**src/design/prgc_pkg.sv**
```systemverilog
package prgc_pkg;

  localparam int COEF_W  = 16;
  localparam int ERR_W   = COEF_W + 1;
  localparam int DIFF_W  = COEF_W + 2;
  localparam int ACC_W   = 32;
  localparam int PROD_W  = ACC_W + COEF_W;
  localparam int SUM_W   = PROD_W + 2;
  localparam int DIV_STEPS = PROD_W / 2;
  localparam int CNT_W   = $clog2(DIV_STEPS);
  localparam int IDX_W   = 4;

  // register indexes of the configuration port
  localparam logic [IDX_W-1:0] REG_PROP_NUM  = 4'd0;
  localparam logic [IDX_W-1:0] REG_PROP_DEN  = 4'd1;
  localparam logic [IDX_W-1:0] REG_INTEG_NUM = 4'd2;
  localparam logic [IDX_W-1:0] REG_INTEG_DEN = 4'd3;
  localparam logic [IDX_W-1:0] REG_DERIV_NUM = 4'd4;
  localparam logic [IDX_W-1:0] REG_DERIV_DEN = 4'd5;
  localparam logic [IDX_W-1:0] REG_UPPER     = 4'd6;
  localparam logic [IDX_W-1:0] REG_LOWER     = 4'd7;

  typedef struct packed {
    logic                     start;
    logic signed [ACC_W-1:0]  x;
    logic signed [COEF_W-1:0] num;
    logic signed [COEF_W-1:0] den;
  } prgc_md_req_t;

  typedef struct packed {
    logic                     done;
    logic signed [PROD_W-1:0] quot;
  } prgc_md_rsp_t;

endpackage

```
**src/design/prgc_muldiv.sv**
```systemverilog
module prgc_muldiv (
  input  logic                   clk,
  input  logic                   rst_n,
  input  prgc_pkg::prgc_md_req_t req,
  output prgc_pkg::prgc_md_rsp_t rsp
);

  localparam logic [1:0] S_IDLE = 2'd0;
  localparam logic [1:0] S_MUL  = 2'd1;
  localparam logic [1:0] S_DIV  = 2'd2;
  localparam logic [1:0] S_DONE = 2'd3;
  localparam logic [prgc_pkg::CNT_W-1:0] LAST_STEP =
    prgc_pkg::CNT_W'(prgc_pkg::DIV_STEPS - 1);

  logic [1:0]                          state_r;
  logic [prgc_pkg::CNT_W-1:0]          cnt_r;
  logic signed [prgc_pkg::PROD_W-1:0]  prod_r;
  logic [prgc_pkg::PROD_W-1:0]         quo_r, quo_nxt;
  logic [prgc_pkg::COEF_W:0]           rem_r, rem_nxt;
  logic [prgc_pkg::COEF_W:0]           dmag_r;
  logic                                zero_r, dneg_r, neg_r;
  logic signed [prgc_pkg::PROD_W-1:0]  quo_s;

  // two restoring steps per cycle
  always_comb begin
    logic [prgc_pkg::COEF_W+1:0] rem_s;
    rem_nxt = rem_r;
    quo_nxt = quo_r;
    for (int k = 0; k < 2; k++) begin
      rem_s   = {rem_nxt, quo_nxt[prgc_pkg::PROD_W-1]};
      quo_nxt = {quo_nxt[prgc_pkg::PROD_W-2:0], 1'b0};
      if (rem_s >= {1'b0, dmag_r}) begin
        rem_s      = rem_s - {1'b0, dmag_r};
        quo_nxt[0] = 1'b1;
      end
      rem_nxt = rem_s[prgc_pkg::COEF_W:0];
    end
  end

  always_ff @(posedge clk) begin
    if (!rst_n) begin
      state_r <= S_IDLE;
      cnt_r   <= '0;
    end else begin
      unique case (state_r)
        S_IDLE: begin
          if (req.start) begin
            state_r <= S_MUL;
          end
        end
        S_MUL: begin
          state_r <= S_DIV;
          cnt_r   <= '0;
        end
        S_DIV: begin
          cnt_r <= cnt_r + 1'b1;
          if (cnt_r == LAST_STEP) begin
            state_r <= S_DONE;
          end
        end
        S_DONE: begin
          state_r <= S_IDLE;
        end
        default: state_r <= S_IDLE;
      endcase
    end
  end

  always_ff @(posedge clk) begin
    if (state_r == S_IDLE && req.start) begin
      prod_r <= req.x * req.num;
      zero_r <= (req.den == '0);
      dneg_r <= req.den[prgc_pkg::COEF_W-1];
      if (req.den[prgc_pkg::COEF_W-1]) begin
        dmag_r <= -{req.den[prgc_pkg::COEF_W-1], req.den};
      end else begin
        dmag_r <= {1'b0, req.den};
      end
    end
    if (state_r == S_MUL) begin
      neg_r <= prod_r[prgc_pkg::PROD_W-1] ^ dneg_r;
      quo_r <= prod_r[prgc_pkg::PROD_W-1] ? -prod_r : prod_r;
      rem_r <= '0;
    end
    if (state_r == S_DIV) begin
      quo_r <= quo_nxt;
      rem_r <= rem_nxt;
    end
  end

  assign quo_s = quo_r;

  always_comb begin
    rsp.done = (state_r == S_DONE);
    if (zero_r) begin
      rsp.quot = '0;
    end else if (neg_r) begin
      rsp.quot = -quo_s;
    end else begin
      rsp.quot = quo_s;
    end
  end

`ifndef NO_ASSERTIONS
  a_done_after_div: assert property (@(posedge clk) disable iff (!rst_n)
    rsp.done |-> $past(state_r) == S_DIV)
    else $error("result without a finished division");

  a_count_in_range: assert property (@(posedge clk) disable iff (!rst_n)
    state_r == S_DIV |-> cnt_r <= LAST_STEP)
    else $error("division step count overran");

  a_mul_then_div: assert property (@(posedge clk) disable iff (!rst_n)
    state_r == S_MUL |=> (state_r == S_DIV && cnt_r == '0))
    else $error("division did not start after the product");
`endif

endmodule

```
**src/design/pid_rational_gain_controller_unit.sv**
```systemverilog
// PID controller with rational gains, integrator windup reset and output clamp.
// Input channel (in_valid/in_ready) takes one request of measured and target;
// the result channel (out_valid/out_ready) returns one drive value per request.
// Configuration channel (cfg_valid/cfg_ready, cfg_index, cfg_data) writes the
// eight gain and limit registers; it is always ready and is meant to be used
// only while no request is in flight. A write to a listed register restarts
// the derivative history and clears the integrator; other indexes are ignored.
// Each request runs P, I and D through one shared multiplier and a two bit
// per cycle divider, one term after another; a new request is accepted only
// once the previous one has been loaded into the output register.
// The output register frees in_ready while a drive value waits; when the
// receiver stalls, the next request finishes its terms and waits before the
// clamp until the output register is free.
// Reset (rst_n low, synchronous) restores default gains (all terms off),
// full-range limits, clears the integrator and marks the next request first.
module pid_rational_gain_controller_unit #(
  parameter int WINDUP_LIMIT = 4096
) (
  input  logic        clk,
  input  logic        rst_n,
  input  logic        in_valid,
  output logic        in_ready,
  input  logic [15:0] in_measured,
  input  logic [15:0] in_target,
  output logic        out_valid,
  input  logic        out_ready,
  output logic [15:0] out_drive,
  input  logic        cfg_valid,
  output logic        cfg_ready,
  input  logic [3:0]  cfg_index,
  input  logic [15:0] cfg_data
);

  localparam logic [2:0] S_IDLE  = 3'd0;
  localparam logic [2:0] S_START = 3'd1;
  localparam logic [2:0] S_WAIT  = 3'd2;
  localparam logic [2:0] S_CLAMP = 3'd3;

  localparam logic [1:0] T_PROP  = 2'd0;
  localparam logic [1:0] T_INTEG = 2'd1;
  localparam logic [1:0] T_DERIV = 2'd2;

  localparam logic signed [prgc_pkg::ACC_W-1:0] WL_POS = prgc_pkg::ACC_W'(WINDUP_LIMIT);
  localparam logic signed [prgc_pkg::ACC_W-1:0] WL_NEG = -WL_POS;

  logic [2:0] state_r;
  logic [1:0] term_r;
  logic       first_r;
  logic       out_valid_r;
  logic [15:0] out_drive_r;

  logic signed [15:0] pnum_r, pden_r, inum_r, iden_r, dnum_r, dden_r;
  logic signed [15:0] upper_r, lower_r;

  logic signed [prgc_pkg::ERR_W-1:0]  err_r, prev_r;
  logic signed [prgc_pkg::DIFF_W-1:0] diff_r;
  logic signed [prgc_pkg::ACC_W-1:0]  accum_r, acc_use_r;
  logic signed [prgc_pkg::SUM_W-1:0]  sum_r;

  logic signed [prgc_pkg::ERR_W-1:0]  err_nxt, prev_eff;
  logic signed [prgc_pkg::DIFF_W-1:0] diff_nxt;
  logic signed [prgc_pkg::ACC_W-1:0]  acc_eff, acc_use_nxt;
  logic signed [prgc_pkg::SUM_W-1:0]  up_ext, lo_ext, clamp_hi, clamp_v;

  logic in_fire, cfg_we, out_load;

  prgc_pkg::prgc_md_req_t md_req;
  prgc_pkg::prgc_md_rsp_t md_rsp;

  assign in_ready  = (state_r == S_IDLE);
  assign in_fire   = in_valid && in_ready;
  assign cfg_ready = 1'b1;
  assign cfg_we    = cfg_valid && cfg_ready;
  assign out_valid = out_valid_r;
  assign out_drive = out_drive_r;
  assign out_load  = (state_r == S_CLAMP) && (!out_valid_r || out_ready);

  // error, derivative difference and windup check at acceptance
  always_comb begin
    err_nxt  = {in_target[15], in_target} - {in_measured[15], in_measured};
    prev_eff = first_r ? err_nxt : prev_r;
    diff_nxt = {err_nxt[prgc_pkg::ERR_W-1], err_nxt} - {prev_eff[prgc_pkg::ERR_W-1], prev_eff};
    acc_eff  = first_r ? '0 : accum_r;
    if (acc_eff > WL_POS || acc_eff < WL_NEG) begin
      acc_use_nxt = '0;
    end else begin
      acc_use_nxt = acc_eff;
    end
  end

  always_comb begin
    md_req.start = (state_r == S_START);
    unique case (term_r)
      T_PROP: begin
        md_req.x   = {{(prgc_pkg::ACC_W - prgc_pkg::ERR_W){err_r[prgc_pkg::ERR_W-1]}}, err_r};
        md_req.num = pnum_r;
        md_req.den = pden_r;
      end
      T_INTEG: begin
        md_req.x   = acc_use_r;
        md_req.num = inum_r;
        md_req.den = iden_r;
      end
      default: begin
        md_req.x   = {{(prgc_pkg::ACC_W - prgc_pkg::DIFF_W){diff_r[prgc_pkg::DIFF_W-1]}},
                      diff_r};
        md_req.num = dnum_r;
        md_req.den = dden_r;
      end
    endcase
  end

  prgc_muldiv u_muldiv (
    .clk   (clk),
    .rst_n (rst_n),
    .req   (md_req),
    .rsp   (md_rsp)
  );

  // upper clamp first, then lower
  always_comb begin
    up_ext   = {{(prgc_pkg::SUM_W - 16){upper_r[15]}}, upper_r};
    lo_ext   = {{(prgc_pkg::SUM_W - 16){lower_r[15]}}, lower_r};
    clamp_hi = (sum_r > up_ext) ? up_ext : sum_r;
    clamp_v  = (clamp_hi < lo_ext) ? lo_ext : clamp_hi;
  end

  always_ff @(posedge clk) begin
    if (!rst_n) begin
      state_r     <= S_IDLE;
      term_r      <= T_PROP;
      first_r     <= 1'b1;
      out_valid_r <= 1'b0;
      accum_r     <= '0;
      prev_r      <= '0;
      pnum_r      <= 16'sd0;
      pden_r      <= 16'sd1;
      inum_r      <= 16'sd0;
      iden_r      <= 16'sd1;
      dnum_r      <= 16'sd0;
      dden_r      <= 16'sd1;
      upper_r     <= 16'sh7fff;
      lower_r     <= 16'sh8000;
    end else begin
      if (out_valid_r && out_ready) begin
        out_valid_r <= 1'b0;
      end
      unique case (state_r)
        S_IDLE: begin
          if (in_fire) begin
            term_r  <= T_PROP;
            state_r <= S_START;
          end
        end
        S_START: begin
          state_r <= S_WAIT;
        end
        S_WAIT: begin
          if (md_rsp.done) begin
            if (term_r == T_DERIV) begin
              state_r <= S_CLAMP;
            end else begin
              term_r  <= term_r + 1'b1;
              state_r <= S_START;
            end
          end
        end
        S_CLAMP: begin
          if (out_load) begin
            out_valid_r <= 1'b1;
            accum_r     <= acc_use_r + {{(prgc_pkg::ACC_W - prgc_pkg::ERR_W)
                                         {err_r[prgc_pkg::ERR_W-1]}}, err_r};
            prev_r      <= err_r;
            first_r     <= 1'b0;
            state_r     <= S_IDLE;
          end
        end
        default: state_r <= S_IDLE;
      endcase
      if (cfg_we) begin
        unique case (cfg_index)
          prgc_pkg::REG_PROP_NUM:  pnum_r  <= cfg_data;
          prgc_pkg::REG_PROP_DEN:  pden_r  <= cfg_data;
          prgc_pkg::REG_INTEG_NUM: inum_r  <= cfg_data;
          prgc_pkg::REG_INTEG_DEN: iden_r  <= cfg_data;
          prgc_pkg::REG_DERIV_NUM: dnum_r  <= cfg_data;
          prgc_pkg::REG_DERIV_DEN: dden_r  <= cfg_data;
          prgc_pkg::REG_UPPER:     upper_r <= cfg_data;
          prgc_pkg::REG_LOWER:     lower_r <= cfg_data;
          default: ;
        endcase
        if (cfg_index <= prgc_pkg::REG_LOWER) begin
          first_r <= 1'b1;
        end
      end
    end
  end

  always_ff @(posedge clk) begin
    if (in_fire) begin
      err_r     <= err_nxt;
      diff_r    <= diff_nxt;
      acc_use_r <= acc_use_nxt;
      sum_r     <= '0;
    end else if (state_r == S_WAIT && md_rsp.done) begin
      sum_r <= sum_r + {{(prgc_pkg::SUM_W - prgc_pkg::PROD_W){md_rsp.quot[prgc_pkg::PROD_W-1]}},
                        md_rsp.quot};
    end
    if (out_load) begin
      out_drive_r <= clamp_v[15:0];
    end
  end

`ifndef NO_ASSERTIONS
  a_done_while_waiting: assert property (@(posedge clk) disable iff (!rst_n)
    md_rsp.done |-> state_r == S_WAIT)
    else $error("term result arrived outside the wait state");

  a_out_from_clamp: assert property (@(posedge clk) disable iff (!rst_n)
    $rose(out_valid_r) |-> $past(state_r) == S_CLAMP)
    else $error("output raised without a clamp step");

  a_drive_in_limits: assert property (@(posedge clk) disable iff (!rst_n)
    (out_load && upper_r >= lower_r) |=>
      ($signed(out_drive_r) <= $past(upper_r) && $signed(out_drive_r) >= $past(lower_r)))
    else $error("drive outside the configured limits");

  a_first_cleared: assert property (@(posedge clk) disable iff (!rst_n)
    (out_load && !cfg_we) |=> !first_r)
    else $error("first request flag still set after a request");
`endif

endmodule

```
**config.mk**
```make
export PLATFORM = sky130hd
export DESIGN_NAME = pid_rational_gain_controller_unit
export DESIGN_NICKNAME = d
export VERILOG_FILES = /design/src/design/prgc_pkg.sv /design/src/design/prgc_muldiv.sv /design/src/design/pid_rational_gain_controller_unit.sv
export SDC_FILE = /design/constraint.sdc
export NUM_CORES = 2
export LEC_CHECK = 0
export ABC_AREA = 1
export BUFFER_PORTS_ARGS = -buffer_cell sky130_fd_sc_hd__buf_2
export CORE_MARGIN = 1
export CORE_UTILIZATION = 45
export DETAILED_ROUTE_END_ITERATION = 8
export PLACE_DENSITY_LB_ADDON = 0.1
export SYNTH_ARGS = -nofsm -noshare
export SYNTH_HDL_FRONTEND = slang
export SYNTH_HIERARCHICAL = 1
export SYNTH_SLANG_ARGS = --single-unit
```
**constraint.sdc**
```tcl
create_clock -name clk -period 14.9 [get_ports clk]
set_clock_uncertainty 0.1 [all_clocks]
set_input_delay 2.98 -clock clk [delete_from_list [all_inputs] [get_ports clk]]
set_output_delay 2.98 -clock clk [all_outputs]
set_load 0.01 [all_outputs]
```
== Yosys cells after proc, flatten, opt, wreduce, memory -nomap -nowiden ==
Cells that the tools add are included.

* Output and inout port bits: 19
* Input port bits: 57
* Bits in registers: 457

* Bitwise gates (word level): 1
* $lt $le $gt $ge: 7
* Reductions and logical operators: 27
* Add/subtract/negate cells: 11
* Equality and inequality tests: 22
* Multiply operators: 1
* Muxes and demuxes: 37

{| class="wikitable"
|+ Operators with widths
! cell !! count
|-
| 48-bit 2-to-1 mux || 5
|-
| 64-bit case mux with 2 select lines || 1
|-
| 48-bit negator || 2
|-
| 17-bit 2-to-1 mux || 5
|-
| 50-bit adder || 1
|-
| 50-bit by 16-bit > comparator with 1-bit output || 1
|-
| 50-bit by 16-bit < comparator with 1-bit output || 1
|-
| 50-bit 2-to-1 mux || 1
|-
| 32-bit by 16-bit multiplier with 48-bit output || 1
|-
| 18-bit by 17-bit greater-or-equal comparator with 1-bit output || 2
|-
| 17-bit subtractor || 2
|-
| 32-bit adder || 1
|-
| 32-bit by 14-bit > comparator with 1-bit output (second input constant) || 1
|-
| 32-bit by 13-bit < comparator with 1-bit output (second input constant) || 1
|-
| 32-bit 2-to-1 mux || 1
|-
| 2-bit AND reduction || 10
|-
| 17-bit by 17-bit subtractor with 18-bit output || 1
|-
| 17-bit negator || 1
|-
| 16-bit by 16-bit subtractor with 17-bit output || 1
|-
| 4-bit by 3-bit equality test with 1-bit output (second input constant) || 4
|-
| 16-bit logical NOT || 1
|-
| 16-bit 2-to-1 mux || 1
|-
| 15-bit 2-to-1 mux || 1
|-
| 2-bit 2-to-1 mux || 6
|-
| other kinds (28) || 54
|}

== Longest topological paths before layout ==
* Depth after elaboration: 7
* Mapped depth: 35

== Modules after synthesis ==
The synthesis kept the hierarchy.

{| class="wikitable"
|+ By module, submodules not included
! module !! cells each !! seq. area each (sq um) !! area an instance (sq um) !! times used
|-
| prgc_muldiv || 4,026 || 4,134.0 || 29,879.9 || 1
|-
| pid_rational_gain_controller_unit || 2,947 || 7,156.9 || 21,579.4 || 1
|}

== Least setup slack after synthesis ==
OpenSTA, ideal clock, no wires.

* Path type: register to register
* From: register term_r[0]
* To: register u_muldiv/prod_r[29] (netlist name), data pin
* Clock period less this slack: 7.112 ns
* Buffers on the path: 4
* Required time: 14.541 ns
* Setup time: 0.259 ns
* Slack: 7.788 ns
* Data arrival time: 6.753 ns
* Cell stages (with the launch flop): 31
* Cell sequence: dfxtp_1 inv_1 ha_1 clkbuf_1 nor2_1 clkbuf_1 buf_1 nand2_1 o211ai_1 clkbuf_1 nand2_1 fa_1 inv_1 fa_1 inv_1 fa_1 inv_1 fa_1 fa_1 inv_1 fa_1 inv_1 ha_1 a21oi_1 o21ai_0 a21oi_1 o21ai_0 a21oi_1 o21ai_0 nand2_1 nand2_1

{| class="wikitable"
|+ RTL lines
! element !! line !! RTL
|-
| from (decl) || pid_rational_gain_controller_unit.sv:47 || <nowiki>logic [1:0] term_r;</nowiki>
|-
| from (signal assigned) || pid_rational_gain_controller_unit.sv:163 || <nowiki>term_r <= term_r + 1'b1;</nowiki>
|-
| to (signal assigned) || prgc_muldiv.sv:71 || <nowiki>prod_r <= req.x * req.num;</nowiki>
|-
| to (decl) || prgc_muldiv.sv:17 || <nowiki>logic signed [prgc_pkg::PROD_W-1:0] prod_r;</nowiki>
|}

==> metrics.csv <==
stage,metric,value,unit
outcome,status,finished clean,
setup_path,crit_type,register to register,
synthesis,synth_top_area_share,19.1,%
final_layout,diodes,0,
cts,cts.clk_slew.worst_paths,60,ps
pwr,finalPower,7.19,mW
sta,fmax,113,MHz
setup_path,max_stage_delay,950,ps
synthesis,synth-main-ff-cell,dfxtp_1,
sta,post-route-period-util,59.5,%
drt,wl_per_cell,18.7,um
sta,setup_violations,0,
setup_path,arrival,9190,ps
final_layout,fin_nets,7828,
cts,cts_resized,0,
run,maxCapViolCount,0,
synthesis,syn_inst,6973,
sta,slew_headroom,15.1,%
floorplanning,dieHeight,340,um
synthesis,synth_compound_area_share,13.0,%
min_path,hp-class,register to register,
global_route,grt_pass1_wl,249000,um
setup_path,crit_end,u_muldiv/prod_r[25],
placement,hpwlAfterDp,123000,um
synthesis,synth_fa_ha_area_share,28.2,%
synthesis,synth.largest_area_cell,fa_1,
synthesis,yosysSeqAreaShare,21.9,%
final_layout,area_growth,6.87,%
global_route,grt_max_degree,110,
synthesis,async_flop_share,0,%
cts,cts_hold_buffers,0,
cts,cts_setup_buffers,0,
setup_path,start_kind,register,
setup_path,cp-startpoint,term_r[1],
sta,tightest_slew,1270,ps
drt,dr.pass1.iters,6,
setup_path,r2r-start,term_r[1],
placement,portBuffers,74,
cts,root_buffer,clkbuf_16,
setup_path,r2r-end,u_muldiv/prod_r[25],
cts,clkLatencyLatePin,680,ps
synthesis,synth_nets,7894,
pwr,p_leak,28.1,nW
synthesis,mappedNetlistArea,0.0515,mm2
global_route,first_global_vias,44300,
cts,cts_buffer_depth,3,
synthesis,synth_top_family_by_area,adder cells,
synthesis,synth_most_common_cell,inv_1,
cts,cts_made_buffers,57,
floorplanning,pin_count,76,
final_layout,fin_area,0.0550,mm2
placement,gp_congestion,0.947,
sta,tns,0,ps
synthesis,synth-seq-cells,456,
setup_path,worstRegToRegCells,27,
pwr,powerDensity,131,mW/mm2
setup_path,cp_top_family,adder cells,
drt,drcViolationCount,0,
synthesis,synth_area_leaders,"fa_1 19%, edfxtp_1 13%, inv_1 11%",
placement,place_area,0.0531,mm2
floorplanning,coreArea,0.113,mm2
setup_path,cpMostUsedCell,inv_1,
global_route,track_usage,27.3,%
final_layout,drive_gt1_share,4.78,%
synthesis,synth_warnings,6,
synthesis,muxShareOfSynthArea,0.0778,%
sta,hold_viol_final,0,
cts,cts_tree,built,
setup_path,crit_cells,27,
sta,period_minus_slack,8870,ps
setup_path,path_buf_inv,9,
global_route,grt_overflow,0,
setup_path,crit_path_end_kind,register,
synthesis,synthXorXnorAreaFrac,3.15,%
setup_path,cp_slowest_cell,a21boi_1,
synthesis,synthDistinctLibCells,80,
floorplanning,die-area,0.116,mm2
floorplanning,num_rows,123,
sta,holdWs,347,ps
global_route,antenna_found_initial,1,
drt,routed_wl,158000,um
synthesis,synthTopCellsByCount,"1,462 x inv_1, 1,374 x nand2_1, 626 x nor2_1, 492 x fa_1, 476 x o21ai_0",
synthesis,avgSynthCellArea,7.38,um2
synthesis,synth_edf_count,216,
sta,slew_violations,0,
setup_path,rrSetupSlack,6030,ps
drt,first_iter_violations,3078,
cts,cts_sinks,456,
setup_path,cp_max_fo,50,
synthesis,synth-simple-area-share,20.9,%
floorplanning,start_util,45.6,%
drt,dr_total_vias,44500,
setup_path,cp.required,15220,ps
cts,h-tree-depth,2,
pwr,ir_worst_vdd,0.107,mV
floorplanning,die_w,340,um
drt,via_per_inst,5.26,
sta,rsz0062_at_grt,false,
drt,postRouteAntennaNets,0,
==> layout by cell type, fill, tap and decap left out, drive strengths merged, types with 17 or more instances in the layout <==
cell type and instances:
a21o 21, xor2 127, a21boi 20, a21oi 409
inv 1479, o21a 17, nor2 634, fa 492
o211ai 40, nor3 92, ha 372, nor4 42
xnor2 58, o21ai 517, edfxtp 216, a31oi 30
a22oi 33, nand3 267, nand4 69, buf 126
nand2 1398, clkbuf 75, o21bai 41, dfxtp 240
clkinv 20
==> metrics by stage <==
step                util, %  setup slack (ps)  instances
floorplan                 -              7790       6973
global placement       47.0              6260       8348
detailed placement     47.0              6080       8348
CTS                    48.7              6070       8452
global route           48.7              5560       8452
finish                 48.7              6030       8452
==> final cells by class <==
cell class | count | area (um2)
fillers | 11500 | 58000
multi-input cells | 4788 | 33600
flip-flops and latches | 456 | 11300
inverters | 1478 | 5550
well taps | 1500 | 1880
clock buffers | 75 | 1560
repair buffers | 126 | 763
clock inverters | 29 | 329
==> routing by layer <==
layer	part of all wire (%)	track usage, %	wire length (um)
met1	44	36.2	70200
met2	48	46.9	75800
met3	4.2	2.33	6700
met4	3.4	8.79	5330
met5	0	0	0
==> worst min path at each step <==
stage / startpoint / to / depth (start not counted)
floorplan: iden_r[10] / iden_r[10] / 2
global placement: iden_r[10] / iden_r[10] / 2
detailed placement: iden_r[3] / iden_r[3] / 2
CTS: iden_r[3] / iden_r[3] / 2
global route: iden_r[3] / iden_r[3] / 2
finish: iden_r[3] / iden_r[3] / 2
==> state kept, by name (all words and copies together) (netlist names), 17 cells and up <==
signal / cells
u_muldiv/rem_r: 17
sum_r: 50
prev_r: 17
acc_use_r: 32
u_muldiv/dmag_r: 17
accum_r: 32
diff_r: 18
u_muldiv/quo_r: 48
u_muldiv/prod_r: 48
err_r: 17
==> report_power, final <==
group | switching (mW) | internal (mW) | total (mW)
Sequential | 0.203 | 1.65 | 1.85
Clock | 0.608 | 0.811 | 1.42
Combinational | 2.67 | 1.25 | 3.91
==> tightest hold or removal path: stages, from the launching register on <==
cell and delay, ps:
dfxtp_1 290, inv_1 50, a21oi_1 50
==> kinds of logic after synthesis <==
logic type,count (synthesis)
AO/OA/AOI/OAI,1186
XOR/XNOR,185
adder cells (fa/ha/maj),864
buffers and inverters,1729
flip-flops,456
multiplexers,4
other,2
AND/OR/NAND/NOR,2547
Power figures use the tool's default switching activity.
